===== src/rtl/fra_pkg.sv =====
// fra_pkg: shared types and constants of the fraction arithmetic reducer
// action codes, controller states, command and status structs
// no dependencies
package fra_pkg;

   localparam int OPERAND_BITS_DEFAULT = 16;
   localparam int ACTION_BITS          = 3;
   localparam int NUM_OUT_BITS         = 33;
   localparam int DEN_OUT_BITS         = 32;

   localparam logic [ACTION_BITS-1:0] ACT_ADD      = 3'd0;
   localparam logic [ACTION_BITS-1:0] ACT_SUBTRACT = 3'd1;
   localparam logic [ACTION_BITS-1:0] ACT_MULTIPLY = 3'd2;
   localparam logic [ACTION_BITS-1:0] ACT_DIVIDE   = 3'd3;
   localparam logic [ACTION_BITS-1:0] ACT_SIMPLIFY = 3'd4;

   typedef enum logic [1:0] {
      MUL_NUM,
      MUL_CROSS,
      MUL_DEN
   } mul_sel_type;

   typedef enum logic [3:0] {
      ST_IDLE,
      ST_MUL_NUM,
      ST_MUL_CROSS,
      ST_MUL_DEN,
      ST_FORM,
      ST_CHECK,
      ST_GCD,
      ST_DIVIDE,
      ST_FINISH
   } ctrl_state_type;

   typedef struct packed {
      logic        capture;
      logic        mul_en;
      mul_sel_type mul_sel;
      logic        form;
      logic        gcd_init;
      logic        gcd_step;
      logic        div_init;
      logic        div_step;
      logic        out_load;
   } fra_cmd_type;

   typedef struct packed {
      logic reduce_needed;
      logic gcd_done;
      logic div_done;
      logic out_busy;
   } fra_status_type;

endpackage


===== src/rtl/fra_ctrl.sv =====
// fra_ctrl: sequencer of the fraction arithmetic reducer
// steps multiplies, sum, gcd and divide; depends on fra_pkg
module fra_ctrl
   import fra_pkg::*;
(
   input  logic           clock,
   input  logic           reset,
   input  logic           req_valid,
   output logic           req_stall,
   input  fra_status_type status,
   output fra_cmd_type    cmd
);

   ctrl_state_type state_ff, state_in;

   always_ff @(posedge clock) begin
      if (reset) begin
         state_ff <= ST_IDLE;
      end else begin
         state_ff <= state_in;
      end
   end

   always_comb begin
      state_in  = state_ff;
      cmd       = '0;
      cmd.mul_sel = MUL_NUM;
      req_stall = 1'b1;
      case (state_ff)
         ST_IDLE: begin
            req_stall = 1'b0;
            if (req_valid) begin
               cmd.capture = 1'b1;
               state_in    = ST_MUL_NUM;
            end
         end
         ST_MUL_NUM: begin
            cmd.mul_en  = 1'b1;
            cmd.mul_sel = MUL_NUM;
            state_in    = ST_MUL_CROSS;
         end
         ST_MUL_CROSS: begin
            cmd.mul_en  = 1'b1;
            cmd.mul_sel = MUL_CROSS;
            state_in    = ST_MUL_DEN;
         end
         ST_MUL_DEN: begin
            cmd.mul_en  = 1'b1;
            cmd.mul_sel = MUL_DEN;
            state_in    = ST_FORM;
         end
         ST_FORM: begin
            cmd.form = 1'b1;
            state_in = ST_CHECK;
         end
         ST_CHECK: begin
            if (status.reduce_needed) begin
               cmd.gcd_init = 1'b1;
               state_in     = ST_GCD;
            end else begin
               state_in = ST_FINISH;
            end
         end
         ST_GCD: begin
            if (status.gcd_done) begin
               cmd.div_init = 1'b1;
               state_in     = ST_DIVIDE;
            end else begin
               cmd.gcd_step = 1'b1;
            end
         end
         ST_DIVIDE: begin
            if (status.div_done) begin
               state_in = ST_FINISH;
            end else begin
               cmd.div_step = 1'b1;
            end
         end
         ST_FINISH: begin
            if (!status.out_busy) begin
               cmd.out_load = 1'b1;
               state_in     = ST_IDLE;
            end
         end
         default: begin
            state_in = ST_IDLE;
         end
      endcase
   end

endmodule


===== src/rtl/fra_datapath.sv =====
// fra_datapath: operand registers, shared multiplier, binary gcd, dividers
// and response register; depends on fra_pkg, driven by fra_ctrl
module fra_datapath
   import fra_pkg::*;
#(
   parameter int OPERAND_BITS = OPERAND_BITS_DEFAULT
)
(
   input  logic                           clock,
   input  logic                           reset,
   input  fra_cmd_type                    cmd,
   output fra_status_type                 status,
   input  logic [ACTION_BITS-1:0]         req_action,
   input  logic signed [OPERAND_BITS-1:0] req_lhs_num,
   input  logic signed [OPERAND_BITS-1:0] req_lhs_den,
   input  logic signed [OPERAND_BITS-1:0] req_rhs_num,
   input  logic signed [OPERAND_BITS-1:0] req_rhs_den,
   output logic                           rsp_valid,
   input  logic                           rsp_stall,
   output logic signed [NUM_OUT_BITS-1:0] rsp_result_num,
   output logic signed [DEN_OUT_BITS-1:0] rsp_result_den
);

   localparam int PW = 2 * OPERAND_BITS;
   // sums keep a carry bit while products are under 64 bits wide, else they wrap
   localparam int NW = (PW < 64) ? PW + 1 : PW;
   localparam int KW = $clog2(NW + 1);
   localparam int CW = $clog2(NW + 1);

   logic [ACTION_BITS-1:0]         act_ff;
   logic signed [OPERAND_BITS-1:0] a_ff, b_ff, c_ff, d_ff;
   logic signed [PW-1:0]           p0_ff, p1_ff, p2_ff;
   logic signed [NW-1:0]           num_ff, num_in;
   logic signed [PW-1:0]           den_ff, den_in;
   logic                           reduce_ff;
   logic [NW-1:0]                  u_ff, v_ff, u_in, v_in;
   logic [KW-1:0]                  k_ff, k_in;
   logic [NW-1:0]                  g_ff;
   logic [NW-1:0]                  qn_ff, qd_ff, rn_ff, rd_ff;
   logic [NW-1:0]                  qn_in, qd_in, rn_in, rd_in;
   logic [CW-1:0]                  cnt_ff;
   logic                           rsp_valid_ff;
   logic signed [NUM_OUT_BITS-1:0] rsp_num_ff;
   logic signed [DEN_OUT_BITS-1:0] rsp_den_ff;

   logic signed [OPERAND_BITS-1:0] mul_x, mul_y;
   logic signed [PW-1:0]           product;
   logic [NW-1:0]                  num_mag;
   logic [NW-1:0]                  den_ext;
   logic [NW-1:0]                  diff_uv, diff_vu;
   logic [NW:0]                    trial_n, trial_d;
   logic signed [NW-1:0]           fin_num, fin_den;
   logic signed [NW+NUM_OUT_BITS-1:0] num_wide;
   logic signed [NW+DEN_OUT_BITS-1:0] den_wide;

   // shared multiplier
   always_comb begin
      mul_x = a_ff;
      mul_y = d_ff;
      case (cmd.mul_sel)
         MUL_NUM: begin
            mul_x = a_ff;
            mul_y = (act_ff == ACT_MULTIPLY) ? c_ff : d_ff;
         end
         MUL_CROSS: begin
            mul_x = c_ff;
            mul_y = b_ff;
         end
         MUL_DEN: begin
            mul_x = b_ff;
            mul_y = (act_ff == ACT_DIVIDE) ? c_ff : d_ff;
         end
         default: begin
            mul_x = a_ff;
            mul_y = d_ff;
         end
      endcase
      product = mul_x * mul_y;
   end

   // unreduced result
   always_comb begin
      case (act_ff)
         ACT_ADD: begin
            num_in = NW'(p0_ff) + NW'(p1_ff);
            den_in = p2_ff;
         end
         ACT_SUBTRACT: begin
            num_in = NW'(p0_ff) - NW'(p1_ff);
            den_in = p2_ff;
         end
         ACT_MULTIPLY, ACT_DIVIDE: begin
            num_in = NW'(p0_ff);
            den_in = p2_ff;
         end
         ACT_SIMPLIFY: begin
            num_in = NW'(a_ff);
            den_in = PW'(b_ff);
         end
         default: begin
            num_in = '0;
            den_in = PW'(1);
         end
      endcase
   end

   assign num_mag = num_ff[NW-1] ? NW'(-num_ff) : num_ff;
   assign den_ext = NW'($unsigned(den_ff));

   // binary gcd step
   assign diff_uv = u_ff - v_ff;
   assign diff_vu = v_ff - u_ff;

   always_comb begin
      u_in = u_ff;
      v_in = v_ff;
      k_in = k_ff;
      if (!u_ff[0] && !v_ff[0]) begin
         u_in = u_ff >> 1;
         v_in = v_ff >> 1;
         k_in = k_ff + KW'(1);
      end else if (!u_ff[0]) begin
         u_in = u_ff >> 1;
      end else if (!v_ff[0]) begin
         v_in = v_ff >> 1;
      end else if (u_ff >= v_ff) begin
         u_in = diff_uv >> 1;
      end else begin
         v_in = diff_vu >> 1;
      end
   end

   // restoring division of numerator and denominator by the gcd
   assign trial_n = {rn_ff, qn_ff[NW-1]} - {1'b0, g_ff};
   assign trial_d = {rd_ff, qd_ff[NW-1]} - {1'b0, g_ff};

   always_comb begin
      if (!trial_n[NW]) begin
         rn_in = trial_n[NW-1:0];
         qn_in = {qn_ff[NW-2:0], 1'b1};
      end else begin
         rn_in = {rn_ff[NW-2:0], qn_ff[NW-1]};
         qn_in = {qn_ff[NW-2:0], 1'b0};
      end
      if (!trial_d[NW]) begin
         rd_in = trial_d[NW-1:0];
         qd_in = {qd_ff[NW-2:0], 1'b1};
      end else begin
         rd_in = {rd_ff[NW-2:0], qd_ff[NW-1]};
         qd_in = {qd_ff[NW-2:0], 1'b0};
      end
   end

   // final result, resized to the response fields
   always_comb begin
      if (reduce_ff) begin
         fin_num = num_ff[NW-1] ? NW'(-qn_ff) : qn_ff;
         fin_den = qd_ff;
      end else begin
         fin_num = num_ff;
         fin_den = NW'(den_ff);
      end
      num_wide = (NW + NUM_OUT_BITS)'(fin_num);
      den_wide = (NW + DEN_OUT_BITS)'(fin_den);
   end

   always_ff @(posedge clock) begin
      if (cmd.capture) begin
         act_ff <= req_action;
         a_ff   <= req_lhs_num;
         b_ff   <= req_lhs_den;
         c_ff   <= req_rhs_num;
         d_ff   <= req_rhs_den;
      end
      if (cmd.mul_en) begin
         case (cmd.mul_sel)
            MUL_NUM:   p0_ff <= product;
            MUL_CROSS: p1_ff <= product;
            MUL_DEN:   p2_ff <= product;
            default:   p0_ff <= product;
         endcase
      end
      if (cmd.form) begin
         num_ff <= num_in;
         den_ff <= den_in;
      end
      if (cmd.gcd_init) begin
         u_ff <= num_mag;
         v_ff <= den_ext;
         k_ff <= '0;
      end else if (cmd.gcd_step) begin
         u_ff <= u_in;
         v_ff <= v_in;
         k_ff <= k_in;
      end
      if (cmd.div_init) begin
         g_ff   <= (u_ff | v_ff) << k_ff;
         qn_ff  <= num_mag;
         qd_ff  <= den_ext;
         rn_ff  <= '0;
         rd_ff  <= '0;
         cnt_ff <= CW'(NW);
      end else if (cmd.div_step) begin
         qn_ff  <= qn_in;
         qd_ff  <= qd_in;
         rn_ff  <= rn_in;
         rd_ff  <= rd_in;
         cnt_ff <= cnt_ff - CW'(1);
      end
      if (cmd.out_load) begin
         rsp_num_ff <= num_wide[NUM_OUT_BITS-1:0];
         rsp_den_ff <= den_wide[DEN_OUT_BITS-1:0];
      end
   end

   always_ff @(posedge clock) begin
      if (reset) begin
         reduce_ff    <= 1'b0;
         rsp_valid_ff <= 1'b0;
      end else begin
         if (cmd.capture) begin
            reduce_ff <= 1'b0;
         end else if (cmd.gcd_init) begin
            reduce_ff <= 1'b1;
         end
         if (cmd.out_load) begin
            rsp_valid_ff <= 1'b1;
         end else if (!rsp_stall) begin
            rsp_valid_ff <= 1'b0;
         end
      end
   end

   assign status.reduce_needed = !den_ff[PW-1] && (den_ff[PW-1:1] != '0);
   assign status.gcd_done      = (u_ff == '0) || (v_ff == '0);
   assign status.div_done      = (cnt_ff == '0);
   assign status.out_busy      = rsp_valid_ff && rsp_stall;

   assign rsp_valid      = rsp_valid_ff;
   assign rsp_result_num = rsp_num_ff;
   assign rsp_result_den = rsp_den_ff;

endmodule


===== src/rtl/fraction_arithmetic_reducer.sv =====
// fraction_arithmetic_reducer: top level, adds, subtracts, multiplies or divides two
// fractions or simplifies one, reduces by the gcd; uses fra_pkg, fra_ctrl, fra_datapath
//
//   channel  direction  handshake            payload
//   req      in         req_valid/req_stall  action, lhs_num, lhs_den, rhs_num, rhs_den
//   rsp      out        rsp_valid/rsp_stall  result_num, result_den
//
// one request at a time; req_stall is low only while the sequencer is idle
// without reduction a request runs capture, three multiplies, form, check and finish;
// with reduction binary gcd steps follow the check, then one restoring divide step
// per numerator bit, before the finish loads the response register
// the response register lets the next request start while a response is stalled
// synchronous reset clears the sequencer and rsp_valid
module fraction_arithmetic_reducer
   import fra_pkg::*;
#(
   parameter int OPERAND_BITS = OPERAND_BITS_DEFAULT
)
(
   input  logic                           clock,
   input  logic                           reset,
   input  logic                           req_valid,
   output logic                           req_stall,
   input  logic [ACTION_BITS-1:0]         req_action,
   input  logic signed [OPERAND_BITS-1:0] req_lhs_num,
   input  logic signed [OPERAND_BITS-1:0] req_lhs_den,
   input  logic signed [OPERAND_BITS-1:0] req_rhs_num,
   input  logic signed [OPERAND_BITS-1:0] req_rhs_den,
   output logic                           rsp_valid,
   input  logic                           rsp_stall,
   output logic signed [NUM_OUT_BITS-1:0] rsp_result_num,
   output logic signed [DEN_OUT_BITS-1:0] rsp_result_den
);

   fra_cmd_type    cmd;
   fra_status_type status;

   fra_ctrl u_ctrl (
      .clock     (clock),
      .reset     (reset),
      .req_valid (req_valid),
      .req_stall (req_stall),
      .status    (status),
      .cmd       (cmd)
   );

   fra_datapath #(
      .OPERAND_BITS (OPERAND_BITS)
   ) u_datapath (
      .clock          (clock),
      .reset          (reset),
      .cmd            (cmd),
      .status         (status),
      .req_action     (req_action),
      .req_lhs_num    (req_lhs_num),
      .req_lhs_den    (req_lhs_den),
      .req_rhs_num    (req_rhs_num),
      .req_rhs_den    (req_rhs_den),
      .rsp_valid      (rsp_valid),
      .rsp_stall      (rsp_stall),
      .rsp_result_num (rsp_result_num),
      .rsp_result_den (rsp_result_den)
   );

endmodule


===== config.mk =====
export PLATFORM = sky130hd
export DESIGN_NAME = fraction_arithmetic_reducer
export DESIGN_NICKNAME = d
export VERILOG_FILES = /design/src/rtl/fra_pkg.sv /design/src/rtl/fra_ctrl.sv /design/src/rtl/fra_datapath.sv /design/src/rtl/fraction_arithmetic_reducer.sv
export SDC_FILE = /design/constraint.sdc
export NUM_CORES = 2
export LEC_CHECK = 0
export BUFFER_PORTS_ARGS = -buffer_cell sky130_fd_sc_hd__buf_2
export CAP_MARGIN = 30
export CORE_UTILIZATION = 55
export CTS_BUF_LIST = sky130_fd_sc_hd__clkbuf_16
export DETAILED_ROUTE_END_ITERATION = 7
export HOLD_SLACK_MARGIN = 0.03
export MAX_ROUTING_LAYER = met4
export PLACE_DENSITY = 0.72
export SETUP_SLACK_MARGIN = 0.1
export SYNTH_ARGS = -nofsm -noshare
export SYNTH_HDL_FRONTEND = slang
export SYNTH_HIERARCHICAL = 1
export SYNTH_SLANG_ARGS = --single-unit

===== constraint.sdc =====
create_clock -name clock -period 21.1 [get_ports clock]
set_input_delay 4.22 -clock clock [delete_from_list [all_inputs] [get_ports clock]]
set_output_delay 4.22 -clock clock [all_outputs]
set_load 0.02 [all_outputs]

=== Word-level counts from Yosys, hierarchy flattened ===
Cells that the tools add are included.

* $add $sub $neg: 10
* Multipliers: 1
* $lt $le $gt $ge: 1
* Equal/unequal tests: 23
* Shift-type cells: 1
* Muxes and demuxes: 52
* Bitwise gates (word level): 2
* Reduce and logical (&&, ||, !) cells: 31

{| class="wikitable"
|+ Operator list
! kind !! number
|-
| 2-to-1 mux 33 bit || 17
|-
| 2-to-1 mux 32 bit || 5
|-
| case mux 33 bit (4 select lines) || 1
|-
| subtractor 34 x 33 -> 34 bit || 2
|-
| zero test 33 bit || 2
|-
| negator 33 bit || 2
|-
| subtractor 33 bit || 2
|-
| case mux 32 bit (2 select lines) || 1
|-
| case mux 16 bit (3 select lines) || 1
|-
| case mux 4 bit (9 select lines) || 1
|-
| adder 32 x 32 -> 33 bit || 1
|-
| >= comparator 33 bit || 1
|-
| bitwise OR 33 bit || 1
|-
| left shift 33 x 6 -> 33 bit || 1
|-
| subtractor 32 x 32 -> 33 bit || 1
|-
| multiplier 16 x 16 -> 32 bit || 1
|-
| 2-to-1 mux 16 bit || 2
|-
| case mux 16 bit (2 select lines) || 1
|-
| nonzero test 31 bit || 1
|-
| 2-to-1 mux 4 bit || 5
|-
| == test 4 x 3 -> 1 bit, second input constant || 4
|-
| 2-to-1 mux 1 bit || 16
|-
| inequality test 4 bit, second input constant || 3
|-
| AND reduction 2 bit || 5
|-
| other kinds (29) || 44
|}

* Flip-flop bits (word level): 542
* Input bits: 71
* Output and inout port bits: 67

=== Depth between registers and ports, before layout ===
* Word-level depth: 7
* Mapped depth: 38
* Gate-level depth less buffers: 34

=== Hierarchy ===
Netlist, hierarchy kept.

{| class="wikitable"
|+ Modules (own cells, without submodules)
! module !! times used !! cells an instance !! area an instance (um^2) !! sequential area each (um^2)
|-
| fra_datapath || 1 || 4603 || 43743.2 || 15314.7
|-
| fra_ctrl || 1 || 50 || 381.6 || 80.1
|}

=== Worst setup path after synthesis ===
Ideal clock, no wire load.

* Kind: in2reg
* Start: input port rsp_stall
* End: register u_datapath.rsp_den_ff[0] (netlist: u_datapath/rsp_result_den[0]), enable pin
* Library setup time: 0.651 ns
* Arrival: 10.837 ns
* Required time: 20.449 ns
* Setup slack: 9.612 ns
* Stages on the path: 3
* Buffers on the path: 0
* Path through: and2_1 > or2b_1 > nor4_1

{| class="wikitable"
|+ RTL lines
! item !! line !! source
|-
| start, declared || fraction_arithmetic_reducer.sv:30 || <nowiki>input logic rsp_stall,</nowiki>
|-
| end signal, assigned || fra_datapath.sv:212 || <nowiki>rsp_den_ff <= den_wide[DEN_OUT_BITS-1:0];</nowiki>
|-
| end, declared || fra_datapath.sv:44 || <nowiki>logic signed [DEN_OUT_BITS-1:0] rsp_den_ff;</nowiki>
|}

==> qor.log <==
[worst_setup_path] crit path launch type register
[worst_setup_path] critical path arrival 10.18 ns
[synthesis] flip-flop and latch count after synthesis 541
[floorplanning] core area 0.0791 mm²
[floorplanning] IO Pins 138
[clocking] post-CTS setup repair buffer count 0
[detailed_routing] DR vias/cell 5.96
[floorplanning] area of the die 0.0814 mm²
[clocking] clock latency of the later-clocked register in the worst-skew pair 0.65 ns
[sta] actual transition at the worst max-transition pin 1.04 ns
[detailed_routing] number of nets with antenna violations after routing 0
[sta] final-layout setup total negative slack 0 ns
[layout] Post-Route Utilization 0.605
[placed_design] HPWL after DPL 103000 µm
[floorplanning] initial standard-cell utilization of the core 0.558
[worst_setup_path] depth of the worst register-to-register path 32
[synthesis] fraction of registers with async set/reset 0
[synthesis] top_reg_cell synth edfxtp_1
[clocking] cells resized by post-CTS repair 0
[floorplanning] row count 103
[sta] clock period minus worst slack 9.85 ns
[grt] largest net degree at the start of global routing 83
[sta] final hold vios 0
[worst_setup_path] cell seen most often among critical-path stages fa_1
[clocking] Max Root-Sink Buffers 3
[detailed_routing] via total after detailed routing 34617
[clocking] CTS HTree Levels 2
[placed_design] IO Port Bufs 137
[clocking] Root Driver clkbuf_16
[synthesis] syn_area_per_cell 9.48 µm²
[sta] slew margin rel. 0.304
[synthesis] gate count of the mapped netlist 4653
[clocking] hold_buf cts 0
[grt] number of global-route vias before repair 33994
[detailed_routing] Total Wirelength 130000 µm
[detailed_routing] DRC marker count from the first detailed-route iteration 2960
[clocking] post-CTS clock slew at the launch and capture registers of the worst setup and hold paths 0.06 ns
[worst_setup_path] endpoint of the most critical register-to-register path u_datapath/p1_ff[31]
[min_path] type of the worst min-delay path register to register
[synthesis] Syn Nets 5278
[worst_setup_path] maximum net fanout on the critical path 20
[clocking] number of clock sinks 541
[worst_setup_path] startpoint of the worst-slack reg-to-reg timing path u_ctrl/state_ff[0]
[min_path] Hold Path Cell Cnt 2
[floorplanning] chip height 285 µm
[sta] setup repair after global routing missed its margin no
[min_path] hold endpoint u_datapath/rn_ff[26]
[detailed_routing] DRT Pass-1 Iters 6
[worst_setup_path] Data required, critical path 21.44 ns
[synthesis] Post-Syn Area 0.0441 mm²
[min_path] hold path start u_datapath/rn_ff[26]
[sta] fmax 102 MHz
[run_status] outcome finished, final reports clean
[layout] Diodes inserted 0
[layout] most common cell after layout, fill and taps aside inv_1
[clocking] clock buffer count from CTS 59
[sta] max-slew violation total from the final report 0
[sta] worst setup skew after layout 0.0404 ns
[placed_design] placed instance area 0.0459 mm²
[synthesis] Seq/Total Area, Yosys 0.349
[worst_setup_path] flop-to-flop setup slack 11.25 ns
[grt] Total GRT Usage 0.329
[detailed_routing] WL per Instance 22.4 µm
[floorplanning] overall die width 285 µm
[synthesis] Netlist cell types 80
[grt] wire length of the first global-routing pass 200000 µm
[layout] total number of nets in the final design 5333
[placed_design] RD Place Congestion 1.01
[clocking] TritonCTS clock tree built
[layout] most frequent cells in the layout 540 x inv_1, 508 x nor2_1, 456 x edfxtp_1
[worst_setup_path] start-to-end type of the worst setup path register to register
[sta] Final Setup Violations 0
[job] max cap viols 0
[detailed_routing] number of remaining DRC errors 0
[layout] fraction of layout cells with a size suffix above 1 0.0908
[synthesis] EDFF count, synth 456
[worst_setup_path] crit path max-delay cell type o21ai_1
[worst_setup_path] largest stage delay on the critical path 0.79 ns
[synthesis] cell accounting for the most synthesized area edfxtp_1
[grt] remaining global-route overflow 0
[layout] Non-Filler Cell Area, Final 0.0478 mm²
[grt] initial antenna violation count 1
[layout] Area growth syn-to-layout 8.43%
[synthesis] area share of the largest cell type after synthesis 0.310
[synthesis] most area-consuming cells after synthesis edfxtp_1 31%, fa_1 12%, ha_1 8.1%
[synthesis] count of warnings emitted by yosys 6
[sta] Tcrit/Tclk final 0.467
[worst_setup_path] crit path capture type register
==> cell type report <==
type / instances / area, µm²
Clock buffer: 61 / 1530
Clock inverter: 49 / 429
Fill cell: 6861 / 31300
Inverter: 537 / 2020
Multi-Input combinational cell: 3368 / 26000
Sequential cell: 541 / 15400
Tap cell: 1050 / 1310
Timing Repair Buffer: 201 / 1200
==> cell families after synthesis <==
logic type	share of synthesized area
AO/OA/AOI/OAI	0.159
XOR/XNOR	0.0548
adder cells (fa/ha/maj)	0.203
buffers and inverters	0.0643
flip-flops	0.349
multiplexers	0.0403
AND/OR/NAND/NOR	0.130
==> per-stage QoR <==
| step | hold WS (ns) | worst slack, ns | instances |
|---|---|---|---|
| 2_1_floorplan | 0.444 | 9.61 | 4653 |
| 3_3_place_gp | 0.457 | 11.57 | 5693 |
| 6_report | 0.487 | 11.25 | 5807 |
| 5_1_grt | 0.520 | 10.67 | 5807 |
| 3_5_place_dp | 0.468 | 11.44 | 5695 |
| 4_1_cts | 0.484 | 11.38 | 5805 |
==> worst max-delay path, delay by kind of cell (launching register included) <==
kind | cells | cell delay, ns
flops | 1 | 0.53
buf+inv | 6 | 0.57
simple gates | 5 | 1.43
mux | 1 | 0.17
fa+ha+maj | 8 | 3.73
compound gates | 11 | 2.92
xor+xnor | 1 | 0.17
==> per-layer routing <==
layer / global-route usage / vias to the layer above / wire length, µm
li1: - / 16281 / -
met1: 0.420 / 16810 / 54000
met2: 0.538 / 1275 / 62000
met4: 0.129 / 0 / 5890
met5: - / - / 0
met3: 0.0362 / 251 / 8220
==> synth_stat cells (41+ instances only) <==
library cell  instances
a211oi_1             64
a21o_1               96
a21oi_1             348
a22oi_1              41
clkbuf_1            177
dfxtp_1              85
edfxtp_1            456
fa_1                267
ha_1                287
inv_1               533
mux2_2               79
mux2i_1              64
nand2_1             394
nor2_1              509
nor2b_1              41
nor3_1               58
nor4_1               48
o21ai_0             221
o21bai_1             45
xnor2_1             169
xor2_1              107
==> state kept, by name, indices dropped and copies added, names as in the netlist, 33 cells and up <==
signal,flops
u_datapath/g_ff,33
u_datapath/num_ff,33
u_datapath/qd_ff,33
u_datapath/qn_ff,33
u_datapath/rd_ff,33
u_datapath/rn_ff,33
u_datapath/rsp_result_num,33
u_datapath/u_ff,33
==> how the worst max path moves through the flow <==
| stage | from | endpoint | cells past startpoint |
|---|---|---|---|
| final | u_ctrl/state_ff[0] | u_datapath/p1_ff[31] | 32 |
| after global routing | u_ctrl/state_ff[0] | u_datapath/p1_ff[31] | 32 |
| after CTS | u_ctrl/state_ff[0] | u_datapath/p1_ff[31] | 32 |
| after detailed placement | u_ctrl/state_ff[0] | u_datapath/p0_ff[31] | 32 |
| after global placement | u_ctrl/state_ff[0] | u_datapath/p0_ff[31] | 32 |
| after floorplan | rsp_stall | u_datapath/rsp_result_den[0] | 3 |
Power is not shown: default switching activity piles up to over one toggle a cycle in this logic, so the estimate is an artifact.
